File: config.mk
export PLATFORM = sky130hd
export DESIGN_NAME = prrs_ctrl
export DESIGN_NICKNAME = d
export VERILOG_FILES = /design/src/sv/prrs_pkg.sv /design/src/sv/prrs_ctrl.sv
export SDC_FILE = /design/constraint.sdc
export NUM_CORES = 1
export LEC_CHECK = 0
export BUFFER_PORTS_ARGS = -buffer_cell sky130_fd_sc_hd__buf_2
export CAP_MARGIN = 20
export CORE_AREA = 2 2 39 41
export CTS_CLUSTER_SIZE = 10
export DETAILED_ROUTE_END_ITERATION = 16
export DIE_AREA = 0 0 41 43
export GPL_TIMING_DRIVEN = 0
export HOLD_SLACK_MARGIN = 0.15
export PLACE_DENSITY_LB_ADDON = 0.08
export SYNTH_ARGS = -nofsm -noshare
export SYNTH_HDL_FRONTEND = slang
export SYNTH_SLANG_ARGS = --single-unit
export TNS_END_PERCENT = 20
File: constraint.sdc
create_clock -name clk_i -period 1.8 [get_ports clk_i]
set_clock_uncertainty 0.1 [all_clocks]
set_input_delay 0.09 -clock clk_i [delete_from_list [all_inputs] [get_ports clk_i]]
set_output_delay 0.09 -clock clk_i [all_outputs]
set_load 0.005 [all_outputs]
File: src/sv/prrs_pkg.sv
// Package for the priority round-robin scheduler.
// Holds sizes, codes, control structs and small helper functions.
// No dependencies.
package prrs_pkg;

  localparam int NUM_LEVELS  = 32;
  localparam int NUM_THREADS = 64;

  localparam int KindW = 3;
  localparam int IdW   = 6;
  localparam int PrioW = 5;
  localparam int StatW = 2;

  localparam int LvlW = $clog2(NUM_LEVELS);
  localparam int TidW = $clog2(NUM_THREADS);
  localparam int CntW = $clog2(NUM_THREADS + 1);

  typedef enum logic [KindW-1:0] {
    KIND_ADD    = 3'd0,
    KIND_REMOVE = 3'd1,
    KIND_CHANGE = 3'd2,
    KIND_SELECT = 3'd3,
    KIND_TERM   = 3'd4
  } kind_e;

  typedef enum logic [StatW-1:0] {
    STAT_DONE    = 2'd0,
    STAT_IGNORED = 2'd1,
    STAT_IDLE    = 2'd2
  } status_e;

  typedef enum logic [1:0] {
    ST_IDLE,
    ST_EXEC,
    ST_PUSH,
    ST_FIN
  } state_e;

  typedef struct packed {
    logic load;
    logic exec;
    logic push;
    logic fin;
  } dp_cmd_t;

  typedef struct packed {
    logic need_push;
    logic out_free;
  } dp_stat_t;

  typedef struct packed {
    logic            found;
    logic [LvlW-1:0] lvl;
  } lvl_t;

  // Priority encoder: highest set bit of the level map.
  function automatic lvl_t find_top(logic [NUM_LEVELS-1:0] m);
    lvl_t r;
    r = '0;
    for (int i = 0; i < NUM_LEVELS; i++) begin
      if (m[i]) begin
        r.found = 1'b1;
        r.lvl   = LvlW'(i);
      end
    end
    return r;
  endfunction

  function automatic logic [LvlW-1:0] clamp_level(logic [PrioW-1:0] p);
    if (32'(p) >= 32'(NUM_LEVELS)) return LvlW'(NUM_LEVELS - 1);
    return LvlW'(p);
  endfunction

endpackage

File: src/sv/prrs_ctrl.sv
// Sequencer of the scheduler: steps each item through execute, optional
// second insert step and result load. Depends on prrs_pkg.
module prrs_ctrl import prrs_pkg::*; (
  input  logic     clk_i,
  input  logic     rst_ni,
  input  logic     in_valid_i,
  output logic     in_ready_o,
  input  dp_stat_t stat_i,
  output dp_cmd_t  cmd_o
);
  state_e state_q, state_d;

  always_ff @(posedge clk_i or negedge rst_ni) begin
    if (!rst_ni) begin
      state_q <= ST_IDLE;
    end else begin
      state_q <= state_d;
    end
  end

  always_comb begin
    state_d    = state_q;
    cmd_o      = '0;
    in_ready_o = 1'b0;
    unique case (state_q)
      ST_IDLE: begin
        in_ready_o = 1'b1;
        if (in_valid_i) begin
          cmd_o.load = 1'b1;
          state_d    = ST_EXEC;
        end
      end
      ST_EXEC: begin
        cmd_o.exec = 1'b1;
        state_d    = stat_i.need_push ? ST_PUSH : ST_FIN;
      end
      ST_PUSH: begin
        cmd_o.push = 1'b1;
        state_d    = ST_FIN;
      end
      ST_FIN: begin
        if (stat_i.out_free) begin
          cmd_o.fin = 1'b1;
          state_d   = ST_IDLE;
        end
      end
      default: state_d = ST_IDLE;
    endcase
  end
endmodule

After elaboration in Yosys (flattened, before gate mapping) --
Cells that the tools add are included.
Storage, ports and cells: flip-flop bits (word level) 2, output and inout port bits 5
Operators by class: equal/unequal tests 5, multiplexer cells 11, reduce and logical (&&, ||, !) cells 2
Operators by type and width (count):
- 1-bit 2-to-1 mux | 8
- 2-bit case mux with 4 select lines | 1
- 2-bit equality test (second input constant) | 2
- 2-bit 2-to-1 mux | 2
- 2-bit inequality test (second input constant) | 2
- 2-bit by 1-bit equality test with 1-bit output (second input constant) | 1
- 2-bit logical NOT | 1
- 2-bit AND reduction | 1

Longest topological paths before layout --
Gate-level depths: netlist of the first run.
word-level depth 3, mapped depth 5, depth with buffers taken out 5

Worst setup path before layout of the first run --
OpenSTA, ideal clock, no wires.
kind reg2reg, start register state_q[0], end register state_q[1], arrival time 1.172 ns, data required time 1.575 ns, setup slack 0.403 ns, stages on the path, launching flop included 5, period minus slack after synthesis 1.397 ns, cells stage by stage dfrtp_1 ha_1 nor2b_4 a21o_1 mux2_4
On the way: longest elaborated chain between the ends 3, elaborated cells on any way between the ends 8, classes of those cells 5 x eq/ne; 1 x mux; 2 x reduce/logical
RTL lines:
- start: declaration | line prrs_ctrl.sv:11 | state_e state_q, state_d;
- start signal: assignment | line prrs_ctrl.sv:17 | state_q <= state_d;
- 2-bit equality test or 2-bit logical NOT (tied branches) | line prrs_ctrl.sv:25 | unique case (state_q)
- 2-bit inequality test (no source line)
- 2-bit AND reduction (no source line)
Parallel ways exist; a longest one is shown, timed or not. A chain may end at the register's enable or synchronous reset.

Worst setup path after layout of the first run --
Ends and elaborated chain as after synthesis.

==> metrics.md, run 1 <==
| Metric | Value |
|---|---|
| Status | `completed` |
| Number of buffers added to fix hold violations after cts | `3` |
| End-of-flow core utilization | `21.9%` |
| Cells after synthesis | `18` |
| Final-layout worst hold slack | `0.169 ns` |
| CTS tree | `done` |
| Dpl hpwl | `288 um` |
| Crit path max fanout | `5` |
| Clock-pin slew on the worst setup and hold paths | `0.03 ns` |
| Net count of the finished layout | `44` |
| Pre-CTS setup slack | `0.343 ns` |
| Count of instances resized after the clock tree is built | `0` |
| Later-pin clock latency in the skew report | `0.22 ns` |
| Largest voltage drop on the vdd net | `579 uV` |
| Post-synthesis average cell area | `10.3 um^2` |
| Starting density of the core | `13.4%` |
| Maximum clock rate | `685 MHz` |
| Number of warning messages in the yosys log | `0` |
| Number of flip-flops under the largest register name | `2` |
| Number of filler cells placed in the layout | `162` |
| Slack of the worst reg-to-reg path | `0.34 ns` |
| Post-synth top area share | `27.0%` |
| Remaining global-route overflow | `0` |
| Buffers added on ports | `9` |
| Flip-flop and latch count after synthesis | `2` |
| Max-cap violation count | `0` |
| Critical path buffers and inverters | `1` |
| Floorplan core area | `0.00138 mm^2` |
| Final Hold Vio Count | `0` |
| PwrDens | `1480 mW/mm^2` |
| Cell types occupying the most area after synthesis | `sky130_fd_sc_hd__dfrtp_1, sky130_fd_sc_hd__ha_1, sky130_fd_sc_hd__mux2_4, sky130_fd_sc_hd__o31ai_1, sky130_fd_sc_hd__nor2b_4` |
| CP arrival | `1.46 ns` |
| Buffer depth of the longest clock path | `2` |
| Yosys cell types | `11` |
| Cell leakage power | `0.172 nW` |
| Min-delay worst type | `primary input to register` |
| Total count of max-transition violations in the final report | `0` |
| Final cycle utilization of the critical path | `81.1%` |
| Post-CTS repair timing setup buffer count | `0` |
| Registers with the most flip-flops | `state_q: 2 flops` |
| Overall routing resource usage | `6.02%` |
| Delay-heaviest family, CP | `flip-flops` |
| Type of the worst setup path | `register to register` |
| Number of clock sinks seen by CTS | `2` |
| CP required | `1.80 ns` |
| Row cnt | `14` |
| Total area of multi-input combinational cells | `124 um^2` |
| Post-detailed-routing wire length | `391 um` |
| Maximum single-stage delay on the critical path | `0.40 ns` |
| Root buffer selected by CTS | `sky130_fd_sc_hd__clkbuf_4` |
| 1st-pass router iterations | `2` |
| Synthesized Nets | `27` |
| Final number of setup-violating endpoints | `0` |
| Sequential area share after synthesis | `27.0%` |
| Die outline height | `43 um` |
| Placed cell area | `250 um^2` |
| DRC violation total after the first TritonRoute iteration | `1` |
| Slowest cell on crit path | `sky130_fd_sc_hd__dfrtp_1` |
| Sequential Area | `50.0 um^2` |
| Area of the die | `0.00176 mm^2` |
| Global-route wire length before repair | `648 um` |
| Biggest register | `state_q` |
| DR vias/cell | `3.47` |
| Number of antenna cells inserted | `0` |
| Post-detailed-route DRC marker count | `0` |
| Netlist area before placement | `185 um^2` |
| Wire length per cell | `7.98 um` |
| Pin count of the biggest net entering global routing | `6` |
| Vias | `170` |
| Post-route minimum period | `1.46 ns` |
| Worst slew margin | `86.1%` |
| Via count of the first global-routing pass | `163` |
| Synthesis-to-layout area growth | `63.5%` |
| Die span in x | `41 um` |
| RSZ-0062 raised after global routing | `false` |
| Cells along the critical path | `inv_1 > ha_1 > a21o_1 > mux2_4` |
| Weighted congestion at the end of routability-driven global placement | `0.583` |
| Number of CTS-inserted buffers | `3` |
| Finished layout cell area | `303 um^2` |
| Setup crit start kind | `register` |
| Setup TNS Final | `0 ns` |
| Post-synth top area cell | `sky130_fd_sc_hd__dfrtp_1` |
| Worst Max-Slew Pin Slew | `0.207 ns` |
| Remaining antenna violation count | `0` |
| Boundary Pins | `10` |
| Number of antenna violations at the first check in global routing | `0` |
| Endpoint class of the critical path | `register` |
| Worst setup margin | `0.341 ns` |
| Fraction of layout instances using a drive strength above 1 | `45.5%` |
| Max H-tree Level | `1` |
-- final timing paths --
path                             from    endpoint  cells after the start
max reg2reg                state_q[0]  state_q[1]                      4
max                        state_q[0]  state_q[1]                      4
min                         stat_i[0]  state_q[0]                      4
max in group asynchronous      rst_ni  state_q[1]                      3
min in group asynchronous      rst_ni  state_q[0]                      3
min reg2reg                state_q[0]  state_q[0]                      1
-- area by class of cell --
cell class | instances | share of cell area, %
Clock buffer | 3 | 7.44
Tap cell | 16 | 6.61
Timing Repair Buffer | 12 | 24.8
Multi-Input combinational cell | 13 | 40.9
Inverter | 3 | 3.72
Sequential cell | 2 | 16.5
-- stage by stage --
stage / power (W) / instances
after global placement: 0.000355 / 43
after global routing: 0.000500 / 49
after detailed placement: 0.000349 / 43
after CTS: 0.000463 / 49
final: 0.000449 / 49
after floorplan: 0.000270 / 18
-- tightest hold or removal path: cells and delay by family --
kind	cells	cell delay [ns]
buffers and inverters	1	0.12
AND/OR/NAND/NOR	1	0.11
AO/OA/AOI/OAI	2	0.14
-- cell usage after synthesis --
library cell and number:
sky130_fd_sc_hd__ha_1 4, sky130_fd_sc_hd__a21o_1 1, sky130_fd_sc_hd__and2_1 2, sky130_fd_sc_hd__inv_2 1
sky130_fd_sc_hd__nor2b_1 1, sky130_fd_sc_hd__nor2_1 1, sky130_fd_sc_hd__mux2_4 1, sky130_fd_sc_hd__inv_1 2
sky130_fd_sc_hd__nor2b_4 1, sky130_fd_sc_hd__dfrtp_1 2, sky130_fd_sc_hd__o31ai_1 2
-- power by group --
part | internal, W | total, W | leakage, nW | switching (W)
combinational | 0.000143 | 0.000246 | 0.134 | 0.000103
clock | 0.0000737 | 0.000101 | 0.0138 | 0.0000271
sequential | 0.0000710 | 0.000102 | 0.0237 | 0.0000312
total | 0.000288 | 0.000449 | 0.172 | 0.000161
-- logic make-up (layout without fill, tap and decap cells) --
group,Yosys count,in the layout,synth area share [%]
mux,1,1,8.11
buf+inv,3,18,6.08
fa+ha+maj,4,4,27.0
simple gates,5,5,19.6
compound gates,3,3,12.2
flops,2,2,27.0
-- cells in the final DEF, fill, tap and decap left out, types with 2 or more instances in the layout --
| cell type | netlist | final |
|---|---|---|
| sky130_fd_sc_hd__and2_1 | 2 | 2 |
| sky130_fd_sc_hd__buf_2 | 0 | 9 |
| sky130_fd_sc_hd__clkbuf_4 | 0 | 3 |
| sky130_fd_sc_hd__dfrtp_1 | 2 | 2 |
| sky130_fd_sc_hd__dlygate4sd3_1 | 0 | 3 |
| sky130_fd_sc_hd__ha_1 | 4 | 4 |
| sky130_fd_sc_hd__inv_1 | 2 | 2 |
| sky130_fd_sc_hd__o31ai_1 | 2 | 2 |
-- routing by layer --
metal  GRT usage [%]  share of wire, %  up-vias
li1                -                 -       90
met5               0                 0        -
met3            3.14               5.4        0
met1            6.43                44       76
met2            6.88                50        4
met4            8.00                 0        0
No activity file was read; power rests on OpenSTA's default activity.
==> inputs of run 2 (changes only) <==
clock period = 1.4 ns   (was 1.8 ns; I/O delays follow)
==> run 2 against run 1 <==
The run now ends with negative setup slack left. Sequential power rose by 19%. First-iteration DRC count rose to 6.0 times the previous value. Global-route usage rose by 0.40 points. Worst setup slack got worse by 0.35 ns. Routed wire length rose by 18%. Maximum frequency rose by 3.8%. Register-to-register slack got worse by 0.35 ns. Critical path type unchanged. Largest power group unchanged.
==> metrics.md, run 2 (synthesis gave the netlist of run 1 again) <==
| Metric | Value |
|---|---|
| Worst Max-Slew Pin Slew | `0.209 ns (was 0.207 ns)` |
| Post-route minimum period | `1.41 ns (was 1.46 ns)` |
| Number of CTS-inserted buffers | `3 (unchanged)` |
| Sequential Area | `50.0 um^2 (unchanged)` |
| Boundary Pins | `10 (unchanged)` |
| Area of the die | `0.00176 mm^2 (unchanged)` |
| Total area of multi-input combinational cells | `154 um^2 (was 124 um^2)` |
| Post-detailed-routing wire length | `461 um (was 391 um)` |
| Die outline height | `43 um (unchanged)` |
| DR vias/cell | `3.66 (was 3.47)` |
| Number of clock sinks seen by CTS | `2 (unchanged)` |
| Most used cells in the layout excluding fill and tap cells | `sky130_fd_sc_hd__buf_2, sky130_fd_sc_hd__dlygate4sd3_1, sky130_fd_sc_hd__clkbuf_4 (was sky130_fd_sc_hd__buf_2, sky130_fd_sc_hd__ha_1, sky130_fd_sc_hd__clkbuf_4, sky130_fd_sc_hd__dlygate4sd3_1)` |
| Min-delay worst type | `primary input to register (unchanged)` |
| Later-pin clock latency in the skew report | `0.22 ns (about the same)` |
| Commonest non-fill, non-tap cell in the layout | `sky130_fd_sc_hd__buf_2 (unchanged)` |
| Cells along the critical path | `ha_2 > nor2b_4 > a21o_1 > mux2_4 (was inv_1 > ha_1 > a21o_1 > mux2_4)` |
| Fraction of layout instances using a drive strength above 1 | `62.2% (was 45.5%)` |
| Max-cap violation count | `0 (unchanged)` |
| Dpl hpwl | `288 um (unchanged)` |
| Floorplan core area | `0.00138 mm^2 (unchanged)` |
| Clock-pin slew on the worst setup and hold paths | `0.03 ns (about the same)` |
| Number of antenna violations at the first check in global routing | `0 (unchanged)` |
| Global-route wire length before repair | `690 um (was 648 um)` |
| Endpoint class of the critical path | `register (unchanged)` |
| Slowest cell on crit path | `sky130_fd_sc_hd__dfrtp_1 (unchanged)` |
| Via count of the first global-routing pass | `176 (was 163)` |
| CP arrival | `1.41 ns (was 1.46 ns)` |
| Type of the worst setup path | `register to register (unchanged)` |
| Number of filler cells placed in the layout | `157 (was 162)` |
| Number of antenna cells inserted | `0 (unchanged)` |
| DRC violation total after the first TritonRoute iteration | `6 (was 1)` |
| Remaining antenna violation count | `0 (unchanged)` |
| Buffers added on ports | `9 (unchanged)` |
| Violations in the final reports | `negative setup slack` |
| Number of flip-flops under the largest register name | `2 (unchanged)` |
| Worst slew margin | `86.0% (was 86.1%)` |
| Wire length per cell | `8.70 um (was 7.98 um)` |
| Total count of max-transition violations in the final report | `0 (unchanged)` |
| Net count of the finished layout | `48 (was 44)` |
| Synthesis-to-layout area growth | `99.3% (was 63.5%)` |
| Overall routing resource usage | `6.43% (was 6.02%)` |
| Power after layout | `0.000729 W (was 0.000449 W)` |
| Worst setup margin | `-0.00629 ns (was 0.341 ns)` |
| CTS tree | `done (unchanged)` |
| Maximum single-stage delay on the critical path | `0.40 ns (about the same)` |
| Final-layout worst hold slack | `0.164 ns (was 0.169 ns)` |
| Die span in x | `41 um (unchanged)` |
| Placed cell area | `250 um^2 (unchanged)` |
| RSZ-0062 raised after global routing | `true (was false)` |
| Final Hold Vio Count | `0 (unchanged)` |
| Vias | `194 (was 170)` |
| Status | `complete, but fails checks (was completed)` |
| Biggest register | `state_q (unchanged)` |
| Cell leakage power | `0.189 nW (was 0.172 nW)` |
| CP required | `1.40 ns (was 1.80 ns)` |
| Final number of setup-violating endpoints | `1 (was 0)` |
| Setup crit start kind | `register (unchanged)` |
| Pre-CTS setup slack | `-0.0569 ns (was 0.343 ns)` |
| Pin count of the biggest net entering global routing | `6 (unchanged)` |
| Maximum clock rate | `711 MHz (was 685 MHz)` |
| Root buffer selected by CTS | `sky130_fd_sc_hd__clkbuf_4 (unchanged)` |
| 1st-pass router iterations | `2 (unchanged)` |
| PwrDens | `1980 mW/mm^2 (was 1480 mW/mm^2)` |
| Weighted congestion at the end of routability-driven global placement | `0.583 (unchanged)` |
| Remaining global-route overflow | `0 (unchanged)` |
| Max H-tree Level | `1 (unchanged)` |
| Buffer depth of the longest clock path | `2 (unchanged)` |
| Starting density of the core | `13.4% (unchanged)` |
| Final cycle utilization of the critical path | `100% (was 81.1%)` |
| Registers with the most flip-flops | `state_q: 2 flops (unchanged)` |
| Crit path max fanout | `3 (was 5)` |
| Largest voltage drop on the vdd net | `854 uV (was 579 uV)` |
| Row cnt | `14 (unchanged)` |
| Finished layout cell area | `369 um^2 (was 303 um^2)` |
| Post-detailed-route DRC marker count | `0 (unchanged)` |
-- run 2: cell types whose count changed in the layout (fill, tap and decap cells not counted), sizes merged --
cell,change
dlygate4sd3,+1
buf,+3
-- run 2: per-stage QoR --
step                TNS [ns]  utilization (%)  std cells
finish              -0.00629             26.7         53
CTS                        0             24.1         52
global placement      -0.100             18.1         43
global route         -0.0636             26.7         53
floorplan                  0                -         18
detailed placement   -0.0569             18.1         43
-- run 2: area by class of cell --
cell class / instances / share of cell area (%)
Inverter: 3 / 3.05
Timing Repair Buffer: 16 / 30.2
Multi-Input combinational cell: 13 / 41.7
Tap cell: 16 / 5.42
Clock buffer: 3 / 6.10
Sequential cell: 2 / 13.6
-- run 2: final timing paths --
kind | endpoint | depth (start not counted) | start | slack (ns)
min in group asynchronous | state_q[0] | 3 | rst_ni | 0.60
worst min register to register | state_q[1] | 2 | state_q[1] | 0.57
worst min-delay path | state_q[0] | 4 | in_valid_i | 0.16
worst max-delay path | state_q[1] | 4 | state_q[0] | -0.006
max in group asynchronous | state_q[1] | 3 | rst_ni | 0.48
worst max register to register | state_q[1] | 4 | state_q[0] | -0.006
-- run 2: where the power goes --
part           internal, W  switching (W)  total (W)
registers        0.0000914      0.0000297   0.000121
logic             0.000291       0.000188   0.000479
clock network    0.0000948      0.0000348   0.000130
-- run 2: what timing repair did --
| item | in CTS | in global routing |
|---|---|---|
| hold endpoints to repair | 3 | 0 |
| pin swaps | 1 | 1 |
| hold buffers | 4 | 0 |
| endpoints found under the setup margin | 3 | 2 |
| gates resized for setup | 2 | 6 |
| buffers inserted | 2 | 1 |
-- run 2: worst max-delay path, delay by kind of cell (launching register included) --
| kind | cells | cell delay [ns] |
|---|---|---|
| compound gates | 1 | 0.18 |
| simple gates | 1 | 0.12 |
| fa+ha+maj | 1 | 0.19 |
| flops | 1 | 0.40 |
| mux | 1 | 0.30 |
-- run 2: layer usage --
| layer | wire, um | vias up | track usage [%] |
|---|---|---|---|
| li1 | - | 99 | - |
| met1 | 196 | 91 | 6.43 |
| met2 | 244 | 4 | 8.13 |
| met3 | 21 | 0 | 3.14 |
| met4 | 0 | 0 | 8.00 |
| met5 | 0 | - | 0 |
